File: src/rtl/tts_pkg.sv
package tts_pkg;

  // Width of the running byte offset; offsets leave the block in OFFSET_BITS
  localparam int unsigned POSITION_BITS  = 32;
  localparam int unsigned OFFSET_BITS    = 32;
  // Record queue between the scanner and the token sequencer
  localparam int unsigned QUEUE_DEPTH    = 4;
  localparam int unsigned QUEUE_IDX_BITS = $clog2(QUEUE_DEPTH);

  typedef logic [POSITION_BITS-1:0] pos_t;
  typedef logic [OFFSET_BITS-1:0]   off_t;
  typedef logic [QUEUE_IDX_BITS-1:0] qptr_t;
  typedef logic [QUEUE_IDX_BITS:0]   qcnt_t;

  typedef enum logic [4:0] {
    KIND_UNKNOWN = 5'd0,
    KIND_IDENT   = 5'd1,
    KIND_NUMBER  = 5'd2,
    KIND_ADDRESS = 5'd3,
    KIND_STRING  = 5'd4,
    KIND_ARROW   = 5'd5,
    KIND_EQUAL   = 5'd6,
    KIND_NEWLINE = 5'd7,
    KIND_HASH    = 5'd8,
    KIND_PERCENT = 5'd9,
    KIND_COLON   = 5'd10,
    KIND_LBRACE  = 5'd11,
    KIND_RBRACE  = 5'd12,
    KIND_AT      = 5'd13,
    KIND_COMMA   = 5'd14,
    KIND_LPAREN  = 5'd15,
    KIND_RPAREN  = 5'd16,
    KIND_LANGLE  = 5'd17,
    KIND_RANGLE  = 5'd18,
    KIND_END     = 5'd19
  } kind_e;

  typedef enum logic [1:0] {
    ISSUE_NONE        = 2'd0,
    ISSUE_END_ESCAPE  = 2'd1,
    ISSUE_OPEN_STRING = 2'd2
  } issue_e;

  typedef enum logic [6:0] {
    MODE_IDLE   = 7'b0000001,
    MODE_EQUAL  = 7'b0000010,
    MODE_IDENT  = 7'b0000100,
    MODE_NUMBER = 7'b0001000,
    MODE_STRING = 7'b0010000,
    MODE_ESCAPE = 7'b0100000,
    MODE_DONE   = 7'b1000000
  } mode_e;

  typedef struct packed {
    kind_e  kind;
    off_t   first;
    off_t   last;
    issue_e issue;
  } token_t;

  // One queue word: the tokens caused by one input byte
  typedef struct packed {
    token_t tok0;
    token_t tok1;
    logic   two;
  } record_t;

  typedef struct packed {
    logic  hit;
    kind_e kind;
  } punct_t;

  localparam logic [7:0] CH_EQUAL     = 8'h3D;
  localparam logic [7:0] CH_GREATER   = 8'h3E;
  localparam logic [7:0] CH_UNDERLINE = 8'h5F;
  localparam logic [7:0] CH_ZERO      = 8'h30;
  localparam logic [7:0] CH_X_LOWER   = 8'h78;
  localparam logic [7:0] CH_X_UPPER   = 8'h58;
  localparam logic [7:0] CH_BACKSLASH = 8'h5C;
  localparam logic [7:0] CH_QUOTE     = 8'h22;
  localparam logic [7:0] CH_PLUS      = 8'h2B;
  localparam logic [7:0] CH_MINUS     = 8'h2D;

  function automatic off_t to_off(pos_t v);
    return off_t'(v);
  endfunction

  function automatic logic is_letter(logic [7:0] b);
    return ((b >= 8'h61) && (b <= 8'h7A)) || ((b >= 8'h41) && (b <= 8'h5A));
  endfunction

  function automatic logic is_digit(logic [7:0] b);
    return (b >= 8'h30) && (b <= 8'h39);
  endfunction

  // space, tab, vertical tab, form feed, carriage return
  function automatic logic is_blank(logic [7:0] b);
    return (b == 8'h20) || (b == 8'h09) || (b == 8'h0B) || (b == 8'h0C) || (b == 8'h0D);
  endfunction

  function automatic punct_t punct_lookup(logic [7:0] b);
    punct_t r;
    r.hit  = 1'b1;
    r.kind = KIND_UNKNOWN;
    unique case (b)
      8'h0A:   r.kind = KIND_NEWLINE;
      8'h23:   r.kind = KIND_HASH;
      8'h25:   r.kind = KIND_PERCENT;
      8'h3A:   r.kind = KIND_COLON;
      8'h7B:   r.kind = KIND_LBRACE;
      8'h7D:   r.kind = KIND_RBRACE;
      8'h40:   r.kind = KIND_AT;
      8'h2C:   r.kind = KIND_COMMA;
      8'h28:   r.kind = KIND_LPAREN;
      8'h29:   r.kind = KIND_RPAREN;
      8'h3C:   r.kind = KIND_LANGLE;
      8'h3E:   r.kind = KIND_RANGLE;
      default: r.hit  = 1'b0;
    endcase
    return r;
  endfunction

endpackage

File: src/rtl/ir_text_token_scanner.sv
// A token closed by a taken byte is registered in the token queue and read from its head.
// Throughput: one byte per cycle while the four-word token queue has room; the result side
//   gives one token per pop, so a byte that yields two tokens needs a pop for each of them.
// Reset (asynchronous, active low) returns the scanner to idle at offset zero and empties
//   the queue; after an end-of-input word all later bytes are dropped until reset.
module ir_text_token_scanner (
  input  logic        clk_i,
  input  logic        rst_ni,
  input  logic        push_i,
  output logic        full_o,
  input  logic [7:0]  data_byte_i,
  input  logic        end_of_input_i,
  output logic        empty_o,
  input  logic        pop_i,
  output logic [4:0]  token_kind_o,
  output logic [31:0] span_first_o,
  output logic [31:0] span_last_o,
  output logic [1:0]  issue_code_o,
  output logic        last_of_run_o
);
  import tts_pkg::*;

  logic    take;
  logic    wr_en;
  record_t wr_rec;
  record_t head;
  logic    avail;
  logic    deq;
  logic    done;

  assign take = push_i && !full_o;

  tts_front u_front (
    .clk_i          (clk_i),
    .rst_ni         (rst_ni),
    .take_i         (take),
    .data_byte_i    (data_byte_i),
    .end_of_input_i (end_of_input_i),
    .wr_en_o        (wr_en),
    .wr_rec_o       (wr_rec),
    .done_o         (done)
  );

  tts_queue u_queue (
    .clk_i    (clk_i),
    .rst_ni   (rst_ni),
    .wr_en_i  (wr_en),
    .wr_rec_i (wr_rec),
    .full_o   (full_o),
    .deq_i    (deq),
    .head_o   (head),
    .avail_o  (avail)
  );

  tts_back u_back (
    .clk_i         (clk_i),
    .rst_ni        (rst_ni),
    .head_i        (head),
    .avail_i       (avail),
    .deq_o         (deq),
    .empty_o       (empty_o),
    .pop_i         (pop_i),
    .token_kind_o  (token_kind_o),
    .span_first_o  (span_first_o),
    .span_last_o   (span_last_o),
    .issue_code_o  (issue_code_o),
    .last_of_run_o (last_of_run_o)
  );

  // an accepted end word always parks the scanner
  a_end_parks: assert property (@(posedge clk_i) disable iff (!rst_ni)
    (take && end_of_input_i) |=> done)
    else $error("scanner not done after end of input");

  // end token always closes its run
  a_end_last: assert property (@(posedge clk_i) disable iff (!rst_ni)
    (!empty_o && (token_kind_o == KIND_END)) |-> last_of_run_o)
    else $error("end token not last of run");

  // issue codes only on unknown tokens
  a_issue_kind: assert property (@(posedge clk_i) disable iff (!rst_ni)
    (!empty_o && (issue_code_o != ISSUE_NONE)) |-> (token_kind_o == KIND_UNKNOWN))
    else $error("issue code on a known token");

  // a finished scanner never writes more tokens
  a_done_quiet: assert property (@(posedge clk_i) disable iff (!rst_ni)
    done |-> !wr_en)
    else $error("token written after end");

endmodule

File: src/rtl/tts_front.sv
module tts_front (
  input  logic             clk_i,
  input  logic             rst_ni,
  input  logic             take_i,
  input  logic [7:0]       data_byte_i,
  input  logic             end_of_input_i,
  output logic             wr_en_o,
  output tts_pkg::record_t wr_rec_o,
  output logic             done_o
);
  import tts_pkg::*;

  mode_e      mode_q, mode_d;
  pos_t       pos_q, pos_d;
  pos_t       pstart_q, pstart_d;
  logic [1:0] plen_q, plen_d;
  logic       fzero_q, fzero_d;
  logic       addr_q, addr_d;

  pos_t       prev;
  logic       handled;
  logic       cl_v, nw_v;
  token_t     cl_tok, nw_tok, blank_tok;
  punct_t     pk;
  kind_e      num_kind;

  assign prev      = pos_q - pos_t'(1);
  assign pk        = punct_lookup(data_byte_i);
  assign num_kind  = addr_q ? KIND_ADDRESS : KIND_NUMBER;
  assign blank_tok = '{kind: KIND_UNKNOWN, first: '0, last: '0, issue: ISSUE_NONE};

  // Scanner: close the pending token, then classify the byte itself
  always_comb begin
    mode_d   = mode_q;
    pos_d    = pos_q;
    pstart_d = pstart_q;
    plen_d   = plen_q;
    fzero_d  = fzero_q;
    addr_d   = addr_q;
    handled  = 1'b0;
    cl_v     = 1'b0;
    nw_v     = 1'b0;
    cl_tok   = blank_tok;
    nw_tok   = blank_tok;

    if (take_i && (mode_q != MODE_DONE)) begin
      if (end_of_input_i) begin
        // flush pending token, then end token
        unique case (mode_q)
          MODE_EQUAL: begin
            cl_v   = 1'b1;
            cl_tok = '{KIND_EQUAL, to_off(pstart_q), to_off(pstart_q), ISSUE_NONE};
          end
          MODE_IDENT: begin
            cl_v   = 1'b1;
            cl_tok = '{KIND_IDENT, to_off(pstart_q), to_off(prev), ISSUE_NONE};
          end
          MODE_NUMBER: begin
            cl_v   = 1'b1;
            cl_tok = '{num_kind, to_off(pstart_q), to_off(prev), ISSUE_NONE};
          end
          MODE_STRING: begin
            cl_v   = 1'b1;
            cl_tok = '{KIND_UNKNOWN, to_off(pstart_q), to_off(pos_q), ISSUE_OPEN_STRING};
          end
          MODE_ESCAPE: begin
            cl_v   = 1'b1;
            cl_tok = '{KIND_UNKNOWN, to_off(pstart_q), to_off(prev), ISSUE_END_ESCAPE};
          end
          default: ;
        endcase
        nw_v   = 1'b1;
        nw_tok = '{KIND_END, to_off(pos_q), to_off(pos_q), ISSUE_NONE};
        mode_d = MODE_DONE;
      end else begin
        unique case (mode_q)
          MODE_EQUAL: begin
            cl_v = 1'b1;
            if (data_byte_i == CH_GREATER) begin
              cl_tok  = '{KIND_ARROW, to_off(pstart_q), to_off(pos_q), ISSUE_NONE};
              handled = 1'b1;
            end else begin
              cl_tok = '{KIND_EQUAL, to_off(pstart_q), to_off(pstart_q), ISSUE_NONE};
            end
            mode_d = MODE_IDLE;
          end
          MODE_IDENT: begin
            if (is_letter(data_byte_i) || is_digit(data_byte_i) ||
                (data_byte_i == CH_UNDERLINE)) begin
              handled = 1'b1;
            end else begin
              cl_v   = 1'b1;
              cl_tok = '{KIND_IDENT, to_off(pstart_q), to_off(prev), ISSUE_NONE};
              mode_d = MODE_IDLE;
            end
          end
          MODE_NUMBER: begin
            if (is_letter(data_byte_i) || is_digit(data_byte_i)) begin
              if ((plen_q == 2'd1) && fzero_q &&
                  ((data_byte_i == CH_X_LOWER) || (data_byte_i == CH_X_UPPER))) begin
                addr_d = 1'b1;
              end
              if (plen_q != 2'd3) plen_d = plen_q + 2'd1;
              handled = 1'b1;
            end else begin
              cl_v   = 1'b1;
              cl_tok = '{num_kind, to_off(pstart_q), to_off(prev), ISSUE_NONE};
              mode_d = MODE_IDLE;
            end
          end
          MODE_STRING: begin
            if (data_byte_i == CH_QUOTE) begin
              cl_v   = 1'b1;
              cl_tok = '{KIND_STRING, to_off(pstart_q), to_off(pos_q), ISSUE_NONE};
              mode_d = MODE_IDLE;
            end else if (data_byte_i == CH_BACKSLASH) begin
              mode_d = MODE_ESCAPE;
            end
            handled = 1'b1;
          end
          MODE_ESCAPE: begin
            mode_d  = MODE_STRING;
            handled = 1'b1;
          end
          default: mode_d = MODE_IDLE;
        endcase

        // byte not taken by a pending token
        if (!handled) begin
          priority if (is_blank(data_byte_i)) begin
          end else if (pk.hit) begin
            nw_v   = 1'b1;
            nw_tok = '{pk.kind, to_off(pos_q), to_off(pos_q), ISSUE_NONE};
          end else if (data_byte_i == CH_EQUAL) begin
            mode_d   = MODE_EQUAL;
            pstart_d = pos_q;
          end else if (data_byte_i == CH_QUOTE) begin
            mode_d   = MODE_STRING;
            pstart_d = pos_q;
          end else if (is_letter(data_byte_i)) begin
            mode_d   = MODE_IDENT;
            pstart_d = pos_q;
          end else if ((data_byte_i == CH_PLUS) || (data_byte_i == CH_MINUS) ||
                       is_digit(data_byte_i)) begin
            mode_d   = MODE_NUMBER;
            pstart_d = pos_q;
            plen_d   = 2'd1;
            fzero_d  = (data_byte_i == CH_ZERO);
            addr_d   = 1'b0;
          end else begin
            nw_v   = 1'b1;
            nw_tok = '{KIND_UNKNOWN, to_off(pos_q), to_off(pos_q), ISSUE_NONE};
          end
        end
        pos_d = pos_q + pos_t'(1);
      end
    end
  end

  // Pack the byte's tokens into one queue word, oldest first
  always_comb begin
    wr_en_o = cl_v | nw_v;
    if (cl_v) begin
      wr_rec_o.tok0 = cl_tok;
      wr_rec_o.tok1 = nw_tok;
      wr_rec_o.two  = nw_v;
    end else begin
      wr_rec_o.tok0 = nw_tok;
      wr_rec_o.tok1 = nw_tok;
      wr_rec_o.two  = 1'b0;
    end
  end

  assign done_o = (mode_q == MODE_DONE);

  always_ff @(posedge clk_i or negedge rst_ni) begin
    if (!rst_ni) begin
      mode_q   <= MODE_IDLE;
      pos_q    <= '0;
      pstart_q <= '0;
      plen_q   <= '0;
      fzero_q  <= 1'b0;
      addr_q   <= 1'b0;
    end else begin
      mode_q   <= mode_d;
      pos_q    <= pos_d;
      pstart_q <= pstart_d;
      plen_q   <= plen_d;
      fzero_q  <= fzero_d;
      addr_q   <= addr_d;
    end
  end

endmodule

File: src/rtl/tts_queue.sv
module tts_queue (
  input  logic             clk_i,
  input  logic             rst_ni,
  input  logic             wr_en_i,
  input  tts_pkg::record_t wr_rec_i,
  output logic             full_o,
  input  logic             deq_i,
  output tts_pkg::record_t head_o,
  output logic             avail_o
);
  import tts_pkg::*;

  localparam qptr_t PtrLast = qptr_t'(QUEUE_DEPTH - 1);

  record_t mem_q [QUEUE_DEPTH];
  qptr_t   wr_ptr_q, rd_ptr_q;
  qcnt_t   cnt_q;
  logic    do_wr, do_rd;

  assign full_o  = (cnt_q == qcnt_t'(QUEUE_DEPTH));
  assign avail_o = (cnt_q != '0);
  assign do_wr   = wr_en_i && !full_o;
  assign do_rd   = deq_i && avail_o;
  assign head_o  = mem_q[rd_ptr_q];

  // word storage, no reset
  always_ff @(posedge clk_i) begin
    if (do_wr) mem_q[wr_ptr_q] <= wr_rec_i;
  end

  // pointers and fill count
  always_ff @(posedge clk_i or negedge rst_ni) begin
    if (!rst_ni) begin
      wr_ptr_q <= '0;
      rd_ptr_q <= '0;
      cnt_q    <= '0;
    end else begin
      if (do_wr) wr_ptr_q <= (wr_ptr_q == PtrLast) ? '0 : wr_ptr_q + qptr_t'(1);
      if (do_rd) rd_ptr_q <= (rd_ptr_q == PtrLast) ? '0 : rd_ptr_q + qptr_t'(1);
      if (do_wr && !do_rd) cnt_q <= cnt_q + qcnt_t'(1);
      else if (!do_wr && do_rd) cnt_q <= cnt_q - qcnt_t'(1);
    end
  end

endmodule

File: src/rtl/tts_back.sv
module tts_back (
  input  logic             clk_i,
  input  logic             rst_ni,
  input  tts_pkg::record_t head_i,
  input  logic             avail_i,
  output logic             deq_o,
  output logic             empty_o,
  input  logic             pop_i,
  output logic [4:0]       token_kind_o,
  output logic [31:0]      span_first_o,
  output logic [31:0]      span_last_o,
  output logic [1:0]       issue_code_o,
  output logic             last_of_run_o
);
  import tts_pkg::*;

  logic   sel_q, sel_d;
  logic   take;
  token_t tok;

  // walk the word one token per pop
  assign take  = pop_i && avail_i;
  assign deq_o = take && (!head_i.two || sel_q);
  assign sel_d = take ? (head_i.two && !sel_q) : sel_q;
  assign tok   = sel_q ? head_i.tok1 : head_i.tok0;

  assign empty_o       = !avail_i;
  assign token_kind_o  = tok.kind;
  assign span_first_o  = tok.first;
  assign span_last_o   = tok.last;
  assign issue_code_o  = tok.issue;
  assign last_of_run_o = !head_i.two || sel_q;

  always_ff @(posedge clk_i or negedge rst_ni) begin
    if (!rst_ni) begin
      sel_q <= 1'b0;
    end else begin
      sel_q <= sel_d;
    end
  end

endmodule
File: config.mk
export PLATFORM = sky130hd
export DESIGN_NAME = ir_text_token_scanner
export DESIGN_NICKNAME = d
export VERILOG_FILES = /design/src/rtl/tts_pkg.sv /design/src/rtl/ir_text_token_scanner.sv /design/src/rtl/tts_front.sv /design/src/rtl/tts_queue.sv /design/src/rtl/tts_back.sv
export SDC_FILE = /design/constraint.sdc
export NUM_CORES = 1
export LEC_CHECK = 0
export BUFFER_PORTS_ARGS = -buffer_cell sky130_fd_sc_hd__buf_2
export CAP_MARGIN = 10
export CORE_MARGIN = 4
export CORE_UTILIZATION = 55
export CTS_CLUSTER_DIAMETER = 60
export DETAILED_ROUTE_END_ITERATION = 10
export GPL_TIMING_DRIVEN = 1
export PLACE_DENSITY = 0.75
export SLEW_MARGIN = 40
export SYNTH_ARGS = -nofsm -noshare
export SYNTH_HDL_FRONTEND = slang
export SYNTH_HIERARCHICAL = 1
export SYNTH_SLANG_ARGS = --single-unit
File: constraint.sdc
create_clock -name clk_i -period 9.5 [get_ports clk_i]
set_input_delay 1.9 -clock clk_i [delete_from_list [all_inputs] [get_ports clk_i]]
set_output_delay 1.9 -clock clk_i [all_outputs]
set_load 0.05 [all_outputs]
Word level (Yosys, flattened, before mapping)
Memories as Yosys holds them, arrays and structs flattened.
Index checks and enable logic that the tools add are counted.
Storage, ports and cells
  register bits after elaboration: 83
  bits in latches: 0
  memory bits (writable): 572
  memory bits (read-only): 0
  input bits: 13
  output and inout port bits: 74
  logic and storage cells: 196
  memories kept: 1
Memories
  u_queue.mem_q: words 4, width 143, read ports 1, clocked after memory_dff 0, wr ports 1, line tts_queue.sv:15  | record_t mem_q [QUEUE_DEPTH];
Cells by class
  add/subtract/negate cells: 7
  $mul: 0
  div/mod/pow operators: 0
  $lt $le $gt $ge: 6
  eq/ne operators: 37
  shift operators: 0
  multiplexer cells: 87
  bitwise logic cells: 8
  reduce and logical (&&, ||, !) cells: 40
Operator list (count)
  71-bit 2-to-1 mux: 12
  71-bit one-hot mux with 5 select lines: 1
  71-bit one-hot mux with 4 select lines: 1
  143-bit 2-to-1 mux: 1
  32-bit 2-to-1 mux: 4
  8-bit by 6-bit == test with 1-bit output (second input constant): 14
  7-bit 2-to-1 mux: 12
  69-bit 2-to-1 mux: 1
  68-bit 2-to-1 mux: 1
  67-bit 2-to-1 mux: 1
  66-bit 2-to-1 mux: 1
  5-bit one-hot mux with 12 select lines: 1
  8-bit by 7-bit == test with 1-bit output (second input constant): 7
  8-bit by 4-bit == test with 1-bit output (second input constant): 5
  1-bit 2-to-1 mux: 34
  32-bit by 1-bit adder with 32-bit output (second input constant): 1
  32-bit by 1-bit subtractor with 32-bit output (second input constant): 1
  7-bit one-hot mux with 4 select lines: 1
  2-bit 2-to-1 mux: 12
  8-bit by 7-bit >= comparator with 1-bit output (second input constant): 2
  8-bit by 7-bit less-or-equal comparator with 1-bit output (second input constant): 2
  1-bit logical AND: 14
  12-bit OR reduction: 1
  1-bit logical OR: 11
  28 further kinds: 44

Longest topological paths before layout
Gate-level depths: netlist of the first run.
  word-level depth: 18
  depth in mapped cells: 15
  depth with buffers taken out: 13

Cells and area by module
The synthesis of the first run kept the hierarchy.
By module, submodules not included
  tts_queue: times used 1, cells an instance 784, area an instance 21020.2 µm²
  tts_front: times used 1, cells an instance 944, area an instance 7357.1 µm²
  tts_back: times used 1, cells an instance 86, area an instance 1267.5 µm²
  ir_text_token_scanner: times used 1, cells an instance 1, area an instance 13.8 µm²

Worst setup path before layout of the first run
No wires, ideal clock.
  path kind: input to register
  from: input port data_byte_i[2]
  to: memory u_queue/mem_q[3][0] (netlist name) (enable)
  data arrival time: 9.461 ns
  path slack: -0.609 ns
  stages: 9
  buffers on the path: 1
  path through: buf_6 > or4_4 > a21oi_1 > a21oi_2 > o211ai_2 > nand3_2 > o21ai_0 > nand2_1 > nor2_1
Between the ends
  longest elaborated chain between the ends: 16
  elaborated cells between the ends (all ways): 67
  classes of those cells: order compare (6); eq/ne (22); mux (24); bitwise (1); reduce/logical (14)
RTL lines
  start: declaration: line ir_text_token_scanner.sv:11  | input logic [7:0] data_byte_i,
  8-bit by 7-bit >= comparator with 1-bit output (tied with other cells): line tts_pkg.sv:89  | return ((b >= 8'h61) && (b <= 8'h7A)) || ((b >= 8'h41) && (b <= 8'h5A));
  1-bit logical AND (tied with other cells): line tts_pkg.sv:89
  1-bit logical OR, on equally long branches: line tts_pkg.sv:89, tts_front.sv:143
  1-bit logical OR / 1-bit 2-to-1 mux (equally long branches): line tts_front.sv:88, tts_front.sv:98, tts_front.sv:143
  1-bit logical OR / 1-bit 2-to-1 mux (equally long branches): line tts_front.sv:88, tts_front.sv:140
  1-bit 2-to-1 mux, on equally long branches: line tts_front.sv:88, tts_front.sv:137
  1-bit one-hot mux with 4 select lines / 1-bit 2-to-1 mux (equally long branches): line tts_front.sv:76, tts_front.sv:134
  1-bit 2-to-1 mux, on equally long branches: line tts_front.sv:47, tts_front.sv:131
  1-bit 2-to-1 mux, on equally long branches: line tts_front.sv:46, tts_front.sv:130
  1-bit 2-to-1 mux: line tts_front.sv:129  | if (!handled) begin
  1-bit 2-to-1 mux: line tts_front.sv:47  | if (end_of_input_i) begin
  1-bit 2-to-1 mux: line tts_front.sv:46  | if (take_i && (mode_q != MODE_DONE)) begin
  1-bit OR (*): line tts_front.sv:162  | wr_en_o = cl_v | nw_v;
  named net wr_en: line ir_text_token_scanner.sv:24  | logic wr_en;
  1-bit logical AND (*): line tts_queue.sv:22  | assign do_wr = wr_en_i && !full_o;
  1-bit 2-to-1 mux (*): line tts_queue.sv:28  | if (do_wr) mem_q[wr_ptr_q] <= wr_rec_i;
  1-bit 2-to-1 mux (implied by the code) (*): line tts_queue.sv:28
  end: declaration: line tts_queue.sv:15
Mark *: on every way through the listed nets, which the timed path passes. The rest lies on a longest branch. The select of a mux whose other input is x is not followed.

Final worst setup path of the first run
  from: input port data_byte_i[4]
  to: memory u_queue/mem_q[2][27] (netlist name) (enable)
Between the ends
  longest elaborated chain between the ends: 16
  elaborated cells between the ends (all ways): 67
  classes of those cells: order compare (6); eq/ne (22); mux (24); bitwise (1); reduce/logical (14)
RTL lines
  8-bit by 7-bit >= comparator with 1-bit output (tied with other cells): line tts_pkg.sv:89
  1-bit logical AND (tied with other cells): line tts_pkg.sv:89
  1-bit logical OR, on equally long branches: line tts_pkg.sv:89, tts_front.sv:143
  1-bit logical OR / 1-bit 2-to-1 mux (equally long branches): line tts_front.sv:88, tts_front.sv:98, tts_front.sv:143
  1-bit logical OR / 1-bit 2-to-1 mux (equally long branches): line tts_front.sv:88, tts_front.sv:140
  1-bit 2-to-1 mux, on equally long branches: line tts_front.sv:88, tts_front.sv:137
  1-bit one-hot mux with 4 select lines / 1-bit 2-to-1 mux (equally long branches): line tts_front.sv:76, tts_front.sv:134
  1-bit 2-to-1 mux, on equally long branches: line tts_front.sv:47, tts_front.sv:131
  [2 not listed]
  1-bit 2-to-1 mux: line tts_front.sv:47
  1-bit 2-to-1 mux: line tts_front.sv:46
  1-bit OR (*): line tts_front.sv:162
  named net wr_en: line ir_text_token_scanner.sv:24
  1-bit logical AND (*): line tts_queue.sv:22
  named net u_queue.do_wr: line tts_queue.sv:18  | logic do_wr, do_rd;
  1-bit 2-to-1 mux (*): line tts_queue.sv:28
  1-bit 2-to-1 mux (implied by the code) (*): line tts_queue.sv:28
Marks and branches as above.

==> results of run 1 <==
==> state kept, by name, summed over array words and instances, names as in the netlist <==
| register | cells |
|---|---|
| u_queue/cnt_q | 3 |
| u_front/pos_q | 32 |
| u_queue/mem_q | 572 |
| u_front/addr_q | 1 |
| u_queue/rd_ptr_q | 2 |
| u_queue/wr_ptr_q | 2 |
| u_front/pstart_q | 32 |
| u_front/mode_q | 7 |
| u_front/fzero_q | 1 |
| u_back/sel_q | 1 |
| u_front/plen_q | 2 |
==> area by class of cell <==
cell class,instances,area [sq um],area share (%)
Clock buffer,80,1620,4.98
Clock inverter,33,359,1.11
Inverter,25,93.8,0.289
Multi-Input combinational cell,971,9490,29.2
Sequential cell,655,19300,59.3
Tap cell,688,861,2.65
Timing Repair Buffer,118,795,2.45
==> routing by layer <==
metal / share of wire [%] / wire, um / track usage, % / vias to the layer above
met2: 49 / 32300 / 37.0 / 900
met1: 40 / 26300 / 32.4 / 8606
met3: 8.6 / 5690 / 4.90 / 169
met5: 0 / 0 / 0 / -
li1: - / - / - / 7229
met4: 3.3 / 2210 / 8.17 / 0
==> cells in the final DEF, fill, tap and decap left out, drive strengths merged, types with 8 or more instances in the layout <==
| cell | n |
|---|---|
| edfxtp | 572 |
| nor2 | 54 |
| a22o | 25 |
| inv | 26 |
| a211o | 16 |
| nor3 | 41 |
| a21o | 8 |
| or3 | 16 |
| nand2 | 92 |
| a31oi | 10 |
| nand4 | 16 |
| clkbuf | 80 |
| clkinv | 23 |
| a21oi | 40 |
| nand3 | 33 |
| dfrtp | 82 |
| nor3b | 8 |
| a221oi | 11 |
| and2 | 38 |
| ha | 8 |
| buf | 118 |
| mux4 | 143 |
| nor4b | 10 |
| nor2b | 19 |
| mux2 | 110 |
| xor2 | 13 |
| xnor2 | 32 |
| and3 | 12 |
| a22oi | 21 |
| nor4 | 20 |
| o21ai | 72 |
==> power breakdown <==
| part | switching, mW | internal [mW] |
|---|---|---|
| clock network | 1.02 | 1.39 |
| registers | 0.302 | 3.77 |
| logic | 2.44 | 1.49 |
==> how the worst max path moves through the flow <==
stage	end	slack [ps]
floorplan	u_queue/mem_q[3][0]	-470
global placement	u_queue/mem_q[1][87]	3120
detailed placement	u_queue/mem_q[2][9]	3310
CTS	u_queue/mem_q[2][25]	3890
global route	u_queue/mem_q[2][25]	3740
finish	u_queue/mem_q[2][27]	4000
==> metrics by stage <==
step                cells  setup TNS (ps)  hold slack, ps
global placement     2451               0             469
finish               2570               0             492
CTS                  2568               0             488
floorplan            1815          -67330             447
global route         2570               0             497
detailed placement   2455               0             479
==> worst max-delay path, delay by kind of cell <==
kind / cells / cell delay [ps]
buffers and inverters: 2 / 950
AND/OR/NAND/NOR: 4 / 1620
AO/OA/AOI/OAI: 4 / 1120
==> results.yml, run 1 <==
status:
  status: "finished clean"
logic_synthesis:
  yosys_warnings: 6
  syn_area_sq_um: 29700
  avgSynthCellArea_sq_um: 16.3
  synth_cells: 1814
placed_design:
  globalplace.congestion: 0.859
  port_buffers: 86
  dpl_cell_area_sq_um: 30400
  dp_worst_setup_slack_ps: 3310
  dp.final_hpwl_mm: 39.1
global_routing:
  grt_usage_pct: 23.3
  grt_pass1_wl_mm: 103
  grt_pass1_vias: 17100
  grt_max_degree: 132
  antenna_found_initial: 0
  globalRouteOverflowTotal: 0
worst_setup_path:
  cp_data_arrival_time_ps: 5730
  crit_start: "data_byte_i[4]"
  cp_data_required_time_ps: 9740
  critPathCaptureType: "register"
  critical_path_class: "in -> reg"
  critPathLaunchType: "input port"
  r2r_setup_slack_ps: 4890
  worstRegToRegCells: 10
  r2r-start: "u_front/mode_q[5]"
  critPathMaxStageDelay_ps: 710
  crit_chain: "buf_2, nand2_1, o21ai_0, a21oi_4, o211ai_4, nand3_4, o21ai_2, nor2b_1, and2_4, buf_12"
  cp_slowest_cell: "and2_4"
  path_max_fanout: 97
  r2r_end: "u_queue/mem_q[2][27]"
floorplanning:
  rows: 84
  fp.coreArea_sq_um: 53000
  die_w_um: 240
  die-area_sq_um: 57700
  dieHeight_um: 240
  io_pins: 87
  initial_core_util_pct: 56.0
sta:
  finalWorstSetupSlack_ps: 4000
  finalHoldViolCount: 0
  grt_setup_unrepaired: "no"
  worstMarginPinSlew_ps: 938
  finalCritPeriodShare_pct: 57.9
  drv_slew: 0
  fmax_mhz: 182
  finalSetupViolCount: 0
  slew_headroom_pct: 37.5
  skew_ps: 33.9
  fin_crit_ps: 5500
min_path:
  hold_depth: 1
  holdCritPathClass: "reg -> reg"
  hp-start: "u_queue/cnt_q[2]"
  hold_end: "u_queue/cnt_q[2]"
cts:
  cts_resized: 0
  cts_made_buffers: 61
  htreeDepth: 2
  path_clk_slew_ps: 60
  insertion_delay_ps: 630
  postCtsHoldBufs: 0
  cts.sinks: 655
  root_buffer: "clkbuf_16"
  post_cts_buffers: 0
  tritoncts: "done"
  clock_path_buffers: 3
route:
  drt-initial-drc-count: 1815
  drc: 0
  postRouteAntennaNets: 0
  vias: 16900
  via_per_inst: 6.58
  drt-total-wl_mm: 66.5
  firstDrtPassIters: 6
  wl_per_cell_um: 25.9
power_and_ir_drop:
  leakage_nw: 11.2
  power_mw: 10.4
  p_per_area_nw_per_um2: 320
  vdd.ir_drop.worst_uv: 243
final_layout:
  diodes: 0
  final_layout_size_suffix_gt1_share_pct: 27.1
  area_growth_pct: 9.55
  fin_nets: 1854
  fillers: 3776
  postLayoutCoreUtil_pct: 61.3
  final_area_sq_um: 32500
run:
  cap_viol_max_count: 0
Note: power is estimated with default switching activity, not from simulation.
==> run 2: changes to the inputs <==
Clock period 9.5 ns to 5.1 ns, I/O delays scaled along.
==> results.yml, run 2 (synthesized netlist as in run 1, its figures left out) <==
status:
  status: "finished clean"
cts:
  cts_resized: 0
  tritoncts: "done"
  path_clk_slew_ps: 50
  cts.sinks: 655
  clock_path_buffers: 3
  postCtsHoldBufs: 0
  post_cts_buffers: 0
  cts_made_buffers: 67
  root_buffer: "clkbuf_16"
  htreeDepth: 3
  insertion_delay_ps: 590
placed_design:
  dp.final_hpwl_mm: 40.2
  placedCellCount: 2484
  port_buffers: 86
  dp_worst_setup_slack_ps: 577
  dpl_cell_area_sq_um: 30700
  globalplace.congestion: 0.881
route:
  wl_per_cell_um: 25.5
  via_per_inst: 6.50
  postRouteAntennaNets: 0
  firstDrtPassIters: 6
  drc: 0
  vias: 17000
  drt-total-wl_mm: 66.6
  drt-initial-drc-count: 1817
worst_setup_path:
  crit_chain: "buf_12, buf_4, mux4_2, mux2_4, buf_2"
  critPathCaptureType: "output pin"
  crit_start: "u_queue/rd_ptr_q[0]"
  critical_path_class: "reg -> out"
  cp_data_arrival_time_ps: 2960
  path_max_fanout: 24
  cp_data_required_time_ps: 4080
  critPathLaunchType: "register"
  cp_slowest_cell: "dfrtp_4"
  critPathMaxStageDelay_ps: 650
  cp_top_family: "multiplexers"
  r2r-start: "u_front/mode_q[5]"
  worst-path-buf-inv: 3
sta:
  finalSetupViolCount: 0
  finalWorstSetupSlack_ps: 1120
  hold-worst-slack_ps: 452
  drv_slew: 0
  finalHoldViolCount: 0
  finalCritPeriodShare_pct: 78.0
  worstMarginPinSlew_ps: 798
  slew_headroom_pct: 46.7
  setup-tns-final_ps: 0
  fmax_mhz: 252
  skew_ps: 17.9
  grt_setup_unrepaired: "no"
  fin_crit_ps: 3980
global_routing:
  grt_pass1_wl_mm: 104
  grt_pass1_vias: 17100
  antenna_found_initial: 0
  globalRouteOverflowTotal: 0
  grt_max_degree: 83
  grt_usage_pct: 23.4
floorplanning:
  io_pins: 87
  rows: 84
  dieHeight_um: 240
  fp.coreArea_sq_um: 53000
  die-area_sq_um: 57700
  initial_core_util_pct: 56.0
  die_w_um: 240
power_and_ir_drop:
  sw_frac_of_total_pct: 35.5
  vdd.ir_drop.worst_uv: 371
  seqPwrFrac_pct: 37.9
  p_sw_mw: 7.06
  pwr-share-clk_pct: 24.6
  p_per_area_nw_per_um2: 604
  internal_power_mw: 12.8
  leakage_nw: 11.5
  power_mw: 19.9
  p_comb_share_pct: 37.5
final_layout:
  fin_nets: 1888
  final_cell_count_no_fill: 2606
  largest_register_ffs: 572
  diodes: 0
  postLayoutCoreUtil_pct: 62.2
  final_area_sq_um: 33000
  top_regs: "u_queue/mem_q (572), u_front/pos_q (32), u_front/pstart_q (32)"
  final_cell_mix: "572 x edfxtp_1, 143 x mux4_2, 92 x nand2_1, 85 x buf_2, 79 x dfrtp_1"
  final_common_cell: "edfxtp_1"
  top_register: "u_queue/mem_q"
  final_layout_size_suffix_gt1_share_pct: 28.0
  area_growth_pct: 11.1
min_path:
  holdCritPathClass: "in -> async"
run:
  cap_viol_max_count: 0
-- run 2: layer usage --
| layer | vias to the layer above | global-route usage (%) | wire [um] |
|---|---|---|---|
| li1 | 7307 | - | - |
| met1 | 8738 | 34.2 | 28000 |
| met2 | 770 | 37.0 | 32200 |
| met3 | 135 | 3.54 | 4780 |
| met4 | 0 | 7.12 | 1670 |
| met5 | - | 0 | 0 |
-- run 2: path summary, 6_finish.rpt --
| check | endpoint | slack (ps) | cells after the start |
|---|---|---|---|
| max | span_first_o[20] | 1120 | 5 |
| min | u_queue/rd_ptr_q[0] | 450 | 1 |
| max reg2reg | u_queue/cnt_q[2] | 1140 | 14 |
| min reg2reg | u_queue/cnt_q[2] | 500 | 1 |
| max in group asynchronous | u_front/pstart_q[26] | 3600 | 2 |
| min in group clk_i | u_queue/cnt_q[2] | 500 | 1 |
-- run 2: final cells by class --
class / instances / area, sq um
fill: 3778 / 20000
sequential: 655 / 19300
multi-input combinational: 971 / 9440
clock buffer: 93 / 1900
timing repair buffer: 146 / 1080
tap: 688 / 861
clock inverter: 28 / 320
inverter: 25 / 93.8
-- run 2: power by group through the flow --
stage | clock (mW) | combinational (mW) | sequential, mW
after floorplan | 0 | 6.06 | 7.40
after global placement | 0 | 7.32 | 7.67
after detailed placement | 0 | 7.45 | 7.70
after CTS | 4.99 | 7.49 | 7.60
after global routing | 5.23 | 7.87 | 7.63
final | 4.90 | 7.46 | 7.54
